`config.mk`:
```
export PLATFORM = sky130hd
export DESIGN_NAME = ubi_axis
export DESIGN_NICKNAME = d
export VERILOG_FILES = /design/src/design/uniform_grid_bilinear_interp_macros.svh /design/src/design/ubi_pkg.sv /design/src/design/ubi_axis.sv
export SDC_FILE = /design/constraint.sdc
export NUM_CORES = 2
export LEC_CHECK = 0
export BUFFER_PORTS_ARGS = -buffer_cell sky130_fd_sc_hd__buf_2
export CAP_MARGIN = 20
export CORE_ASPECT_RATIO = 2
export CORE_MARGIN = 3
export CORE_UTILIZATION = 45
export DETAILED_ROUTE_END_ITERATION = 12
export GPL_TIMING_DRIVEN = 0
export PLACE_DENSITY = 0.66
export RECOVER_POWER = 25
export SLEW_MARGIN = 20
export SYNTH_ARGS = -nofsm -noshare
export SYNTH_HDL_FRONTEND = slang
export SYNTH_SLANG_ARGS = --single-unit
```
`constraint.sdc`:
```
create_clock -name clk_i -period 10.2 [get_ports clk_i]
set_input_delay 1.02 -clock clk_i [delete_from_list [all_inputs] [get_ports clk_i]]
set_output_delay 1.02 -clock clk_i [all_outputs]
set_load 0.005 [all_outputs]
```
`src/design/uniform_grid_bilinear_interp_macros.svh`:
```
// Assertion macros shared by the bilinear interpolation block.
`ifndef UNIFORM_GRID_BILINEAR_INTERP_MACROS_SVH
`define UNIFORM_GRID_BILINEAR_INTERP_MACROS_SVH

// Same-cycle implication, disabled while reset is asserted.
`define UBI_ASSERT_IMPL(lbl, ante, cons, msg) \
  lbl: assert property (@(posedge clk_i) disable iff (!rst_ni) (ante) |-> (cons)) \
    else $error(msg);

// Next-cycle implication, disabled while reset is asserted.
`define UBI_ASSERT_NEXT(lbl, ante, cons, msg) \
  lbl: assert property (@(posedge clk_i) disable iff (!rst_ni) (ante) |=> (cons)) \
    else $error(msg);

`endif

```
`src/design/ubi_pkg.sv`:
```
// Shared types and constants of the bilinear interpolation block.
package ubi_pkg;

  localparam int unsigned GRID_X_DEF = 64;
  localparam int unsigned GRID_Y_DEF = 64;

  // A weight of exactly one in 16 fraction bits.
  localparam logic [16:0] W_ONE = 17'h10000;

  typedef enum logic [2:0] {
    CFG_X_MIN         = 3'd0,
    CFG_X_MAX         = 3'd1,
    CFG_Y_MIN         = 3'd2,
    CFG_Y_MAX         = 3'd3,
    CFG_X_INV_SPACING = 3'd4,
    CFG_Y_INV_SPACING = 3'd5,
    CFG_DOMAIN_MODE   = 3'd6,
    CFG_OUTSIDE_VALUE = 3'd7
  } cfg_idx_e;

  typedef enum logic [1:0] {
    SEL_ZERO = 2'd0,
    SEL_IDX  = 2'd1,
    SEL_LAST = 2'd2
  } sel_e;

  // Position of a coordinate against the domain bounds of its axis.
  typedef struct packed {
    logic lt_lo;
    logic le_lo;
    logic gt_hi;
    logic ge_hi;
  } axis_flags_t;

endpackage

```
`src/design/ubi_axis.sv`:
```
// Three-stage axis unit: offset, scale by inverse spacing, cell index and weight.
module ubi_axis #(
  parameter int unsigned N = 64,
  localparam int unsigned IW = $clog2(N)
) (
  input  logic                 clk_i,
  input  logic [2:0]           en_i,
  input  logic signed [31:0]   coord_i,
  input  logic signed [31:0]   lo_i,
  input  logic signed [31:0]   hi_i,
  input  logic [31:0]          inv_i,
  output logic [IW-1:0]        idx_o,
  output logic [16:0]          w_o,
  output ubi_pkg::axis_flags_t flags_o
);

  logic signed [32:0] diff;
  logic [31:0] dpos_d, dpos_a_q;
  ubi_pkg::axis_flags_t flags_d, flags_a_q, flags_b_q, flags_c_q;
  logic [63:0] s_d, s_b_q;
  logic [32:0] ceil_v, idx_w, idx_m1;
  logic [IW-1:0] idx_d, idx_c_q;
  logic [16:0] w_d, w_c_q;

  // Stage A: offset from the lower bound and bound comparisons.
  always_comb begin
    diff = 33'(coord_i) - 33'(lo_i);
    dpos_d = (!diff[32] && (diff != '0)) ? diff[31:0] : '0;
    flags_d.lt_lo = coord_i < lo_i;
    flags_d.le_lo = coord_i <= lo_i;
    flags_d.gt_hi = coord_i > hi_i;
    flags_d.ge_hi = coord_i >= hi_i;
  end

  // Stage B: scaled position in Q32.32.
  assign s_d = {32'd0, dpos_a_q} * {32'd0, inv_i};

  // Stage C: ceiling, correction of the index and saturated weight.
  always_comb begin
    ceil_v = {1'b0, s_b_q[63:32]} + 33'(s_b_q[31:0] != '0);
    if (ceil_v == '0) begin
      idx_w = 33'd1;
    end else if (ceil_v > 33'(N - 1)) begin
      idx_w = 33'(N - 1);
    end else begin
      idx_w = ceil_v;
    end
    idx_d = idx_w[IW-1:0];
    idx_m1 = idx_w - 33'd1;
    if ({1'b0, s_b_q[63:32]} < idx_m1) begin
      w_d = '0;
    end else if ({1'b0, s_b_q[63:32]} > idx_m1) begin
      w_d = ubi_pkg::W_ONE;
    end else begin
      w_d = {1'b0, s_b_q[31:16]};
    end
  end

  always_ff @(posedge clk_i) begin
    if (en_i[0]) begin
      dpos_a_q  <= dpos_d;
      flags_a_q <= flags_d;
    end
    if (en_i[1]) begin
      s_b_q     <= s_d;
      flags_b_q <= flags_a_q;
    end
    if (en_i[2]) begin
      idx_c_q   <= idx_d;
      w_c_q     <= w_d;
      flags_c_q <= flags_b_q;
    end
  end

  assign idx_o   = idx_c_q;
  assign w_o     = w_c_q;
  assign flags_o = flags_c_q;

endmodule

```
==> impl_metrics.csv <==
group,metric,value,unit
synth,yosys.area.top_type,"fa_1",
detailed_routing,ant_nets,0,
detailed_routing,drt_iter0_drc,2625,
synth,async_flop_share,0,%
clock_network,clockBufferDepth,2,
synth,synth_warnings,0,
synth,synth_xor_area_share,1.834,%
sta,rsz0062_at_grt,"no",
global_route,grt_overflow,0,
sta,fmax,100.5,MHz
synth,synthSimpleGateAreaFrac,16.00,%
clock_network,ctsHoldBuffers,0,
setup_path,crit_path_start_kind,"primary input",
floorplanning,die_h,433.3,um
clock_network,cts_buffers,17,
detailed_routing,vias_per_cell,5.689,
run_status,status,"complete, but fails checks",
run_status,violations,"max-capacitance violations, max-slew violations",
layout,fill_cells,8770,
synth,synth_top_family_by_area,"adder cells",
floorplanning,pin_count,159,
setup_path,cp_slowest_cell,"clkbuf_1",
synth,synth.avg_cell_area,9.034,sq um
sta,period_minus_slack,9.946,ns
sta,worstMarginPinSlew,3.100,ns
global_route,track_usage,35.93,%
clock_network,root_buffer,"clkbuf_16",
global_route,grt_max_degree,62,
floorplanning,die_w,219.6,um
detailed_routing,drc,0,
setup_path,setup.worst_path.end_class,"register",
clock_network,cts_sinks,131,
floorplanning,coreArea,90370,sq um
synth,yosys.area_share.adder,54.77,%
sta,maxSlewHeadroom,-106.7,%
detailed_routing,totalWireLength,165.4,mm
place,numPortBuffers,158,
layout,fin_nets,6132,
synth,ys_types,78,
setup_path,critPathBufInv,7,
place,dp_hpwl,137.9,mm
synth,yosysSeqAreaShare,9.576,%
detailed_routing,wl_per_cell,27.75,um
synth,synthMuxAreaShare,0.1584,%
sta,holdWs,0.4212,ns
global_route,first_global_vias,36480,
sta,fin_skew,0.01166,ns
synth,synth_compound_area_share,5.909,%
sta,drv_slew,90,
worst_hold_path,min_path_type,"reg -> reg",
floorplanning,rows,156,
synth,ys_top_cells_by_area,"fa_1 (44%), ha_1 (11%), inv_1 (9.7%)",
layout,ff_latch_area,3934,sq um
synth,synth_ff_type,"edfxtp_1",
layout,area.growth.synth_to_final,7.365,%
setup_path,crit_family,"adder cells",
detailed_routing,vias,33910,
setup_path,cpMostUsedCell,"fa_1",
clock_network,path_clk_slew,0.07,ns
setup_path,crit_arrival,10.19,ns
synth,synth_seq_cells,131,
clock_network,cts_tree,"done",
floorplanning,initial_core_util,45.45,%
detailed_routing,first_pass_iters,7,
setup_path,critPathMaxStageDelay,0.88,ns
global_route,antenna_found_initial,18,
setup_path,worstSetupPathType,"in -> reg",
sta,fin_crit_sh,97.51,%
layout,drive_gt1_share,5.155,%
clock_network,clock_latency,0.51,ns
setup_path,critPathRequiredTime,10.44,ns
floorplanning,die-area,95170,sq um
place,gp_congestion,1.104,
synth,syn_inst,4547,
synth,synth_top_area_share,43.71,%
setup_path,critPathMaxFanout,10,
layout,multi_input_area,32380,sq um
clock_network,htree_num_levels,4,
synth,syn_area,41080,sq um
sta,hold_violations,0,
global_route,grt_pass1_wl,236.7,mm
synth,synth_edf_count,131,
sta,setup_violations,0,
job,drv_cap,2,
path summary, 6_finish.rpt:
| path | slack (ns) | depth (start not counted) | to | startpoint |
|---|---|---|---|---|
| worst max-delay path | 0.25 | 27 | s_b_q[62] | inv_i[4] |
| worst min-delay path | 0.42 | 0 | flags_b_q[3] | flags_a_q[3] |
| worst max register to register | 0.45 | 27 | s_b_q[62] | dpos_a_q[15] |
| worst min register to register | 0.42 | 0 | flags_b_q[3] | flags_a_q[3] |
repair_timing:
item | 4_1_cts | 5_1_grt
setup endpoints to repair | 0 | 8
gates resized for setup | 0 | 6
hold endpoints to repair | 0 | 0
setup buffers | 0 | 0
state kept, by name (all words and copies together), names as in the netlist:
register / flops
flags_a_q: 4
flags_b_q: 4
flags_o: 4
dpos_a_q: 32
w_o: 17
idx_o: 6
s_b_q: 64
Yosys cell counts (5+ instances only):
cell,instances
a211oi_1,9
xor2_1,36
and3_1,18
o21ai_0,59
o22ai_1,5
a21o_1,76
o21bai_1,21
nor2_1,73
clkbuf_1,207
nor4_1,14
nand4_1,40
fa_1,897
o211ai_1,7
a21oi_1,107
nand3_1,35
nor2b_1,19
and4_1,7
a2111oi_0,6
nand2_1,844
and2_4,10
o21a_1,24
nand2b_1,19
xnor2_1,50
ha_1,363
nor3b_1,5
inv_1,1066
a31oi_1,10
and2_1,268
nor3_1,28
or3_1,11
edfxtp_1,131
cells by family after synthesis:
group | after synthesis
AOI/OAI and AO/OA | 372
xor gates and xnor gates | 86
adders and majority gates | 1260
buffers and inverters | 1281
DFF | 131
muxes | 6
other | 1
and+or+nand+nor | 1410
cells in the final DEF, fill, tap and decap left out, types with 73 or more instances in the layout:
cell	count
and2_1	268
nand2_1	844
a21oi_1	107
edfxtp_1	131
clkbuf_1	192
ha_1	363
buf_2	160
a21o_1	76
fa_1	897
nor2_1	73
inv_1	1066
metrics by stage:
step           cell area (sq um)  worst slack (ns)  util (%)  TNS (ns)  std cells
2_1_floorplan              41120             1.945         -         0       4559
3_3_place_gp               43400           -0.3336     48.02    -1.090       5902
3_5_place_dp               43440           -0.4342     48.07    -1.815       5904
4_1_cts                    44010            0.1008     48.70         0       5936
5_1_grt                    44050          0.006867     48.74         0       5940
6_report                   44100            0.2542     48.80         0       5961
final cells by class:
class | count | share of cell area [%]
Timing Repair Buffer | 162 | 1.881
Clock buffer | 17 | 0.9646
Sequential cell | 131 | 8.919
Multi-Input combinational cell | 3147 | 73.41
Antenna cell | 23 | 0.1305
Inverter | 1066 | 9.073
Buffer | 215 | 1.923
Tap cell | 1185 | 3.362
Clock inverter | 15 | 0.3376
layer usage:
| layer | share of wire (%) | routed length, um | up-vias | global-route usage, % |
|---|---|---|---|---|
| li1 | - | - | 14070 | - |
| met1 | 28 | 46380 | 16940 | 32.42 |
| met2 | 48 | 79000 | 1921 | 59.67 |
| met3 | 8.4 | 13840 | 975 | 9.809 |
| met4 | 16 | 26150 | 6 | 41.67 |
| met5 | 0.024 | 40 | - | 0 |
Power is not shown: default switching activity piles up to over one toggle a cycle in this logic, so the estimate is an artifact.
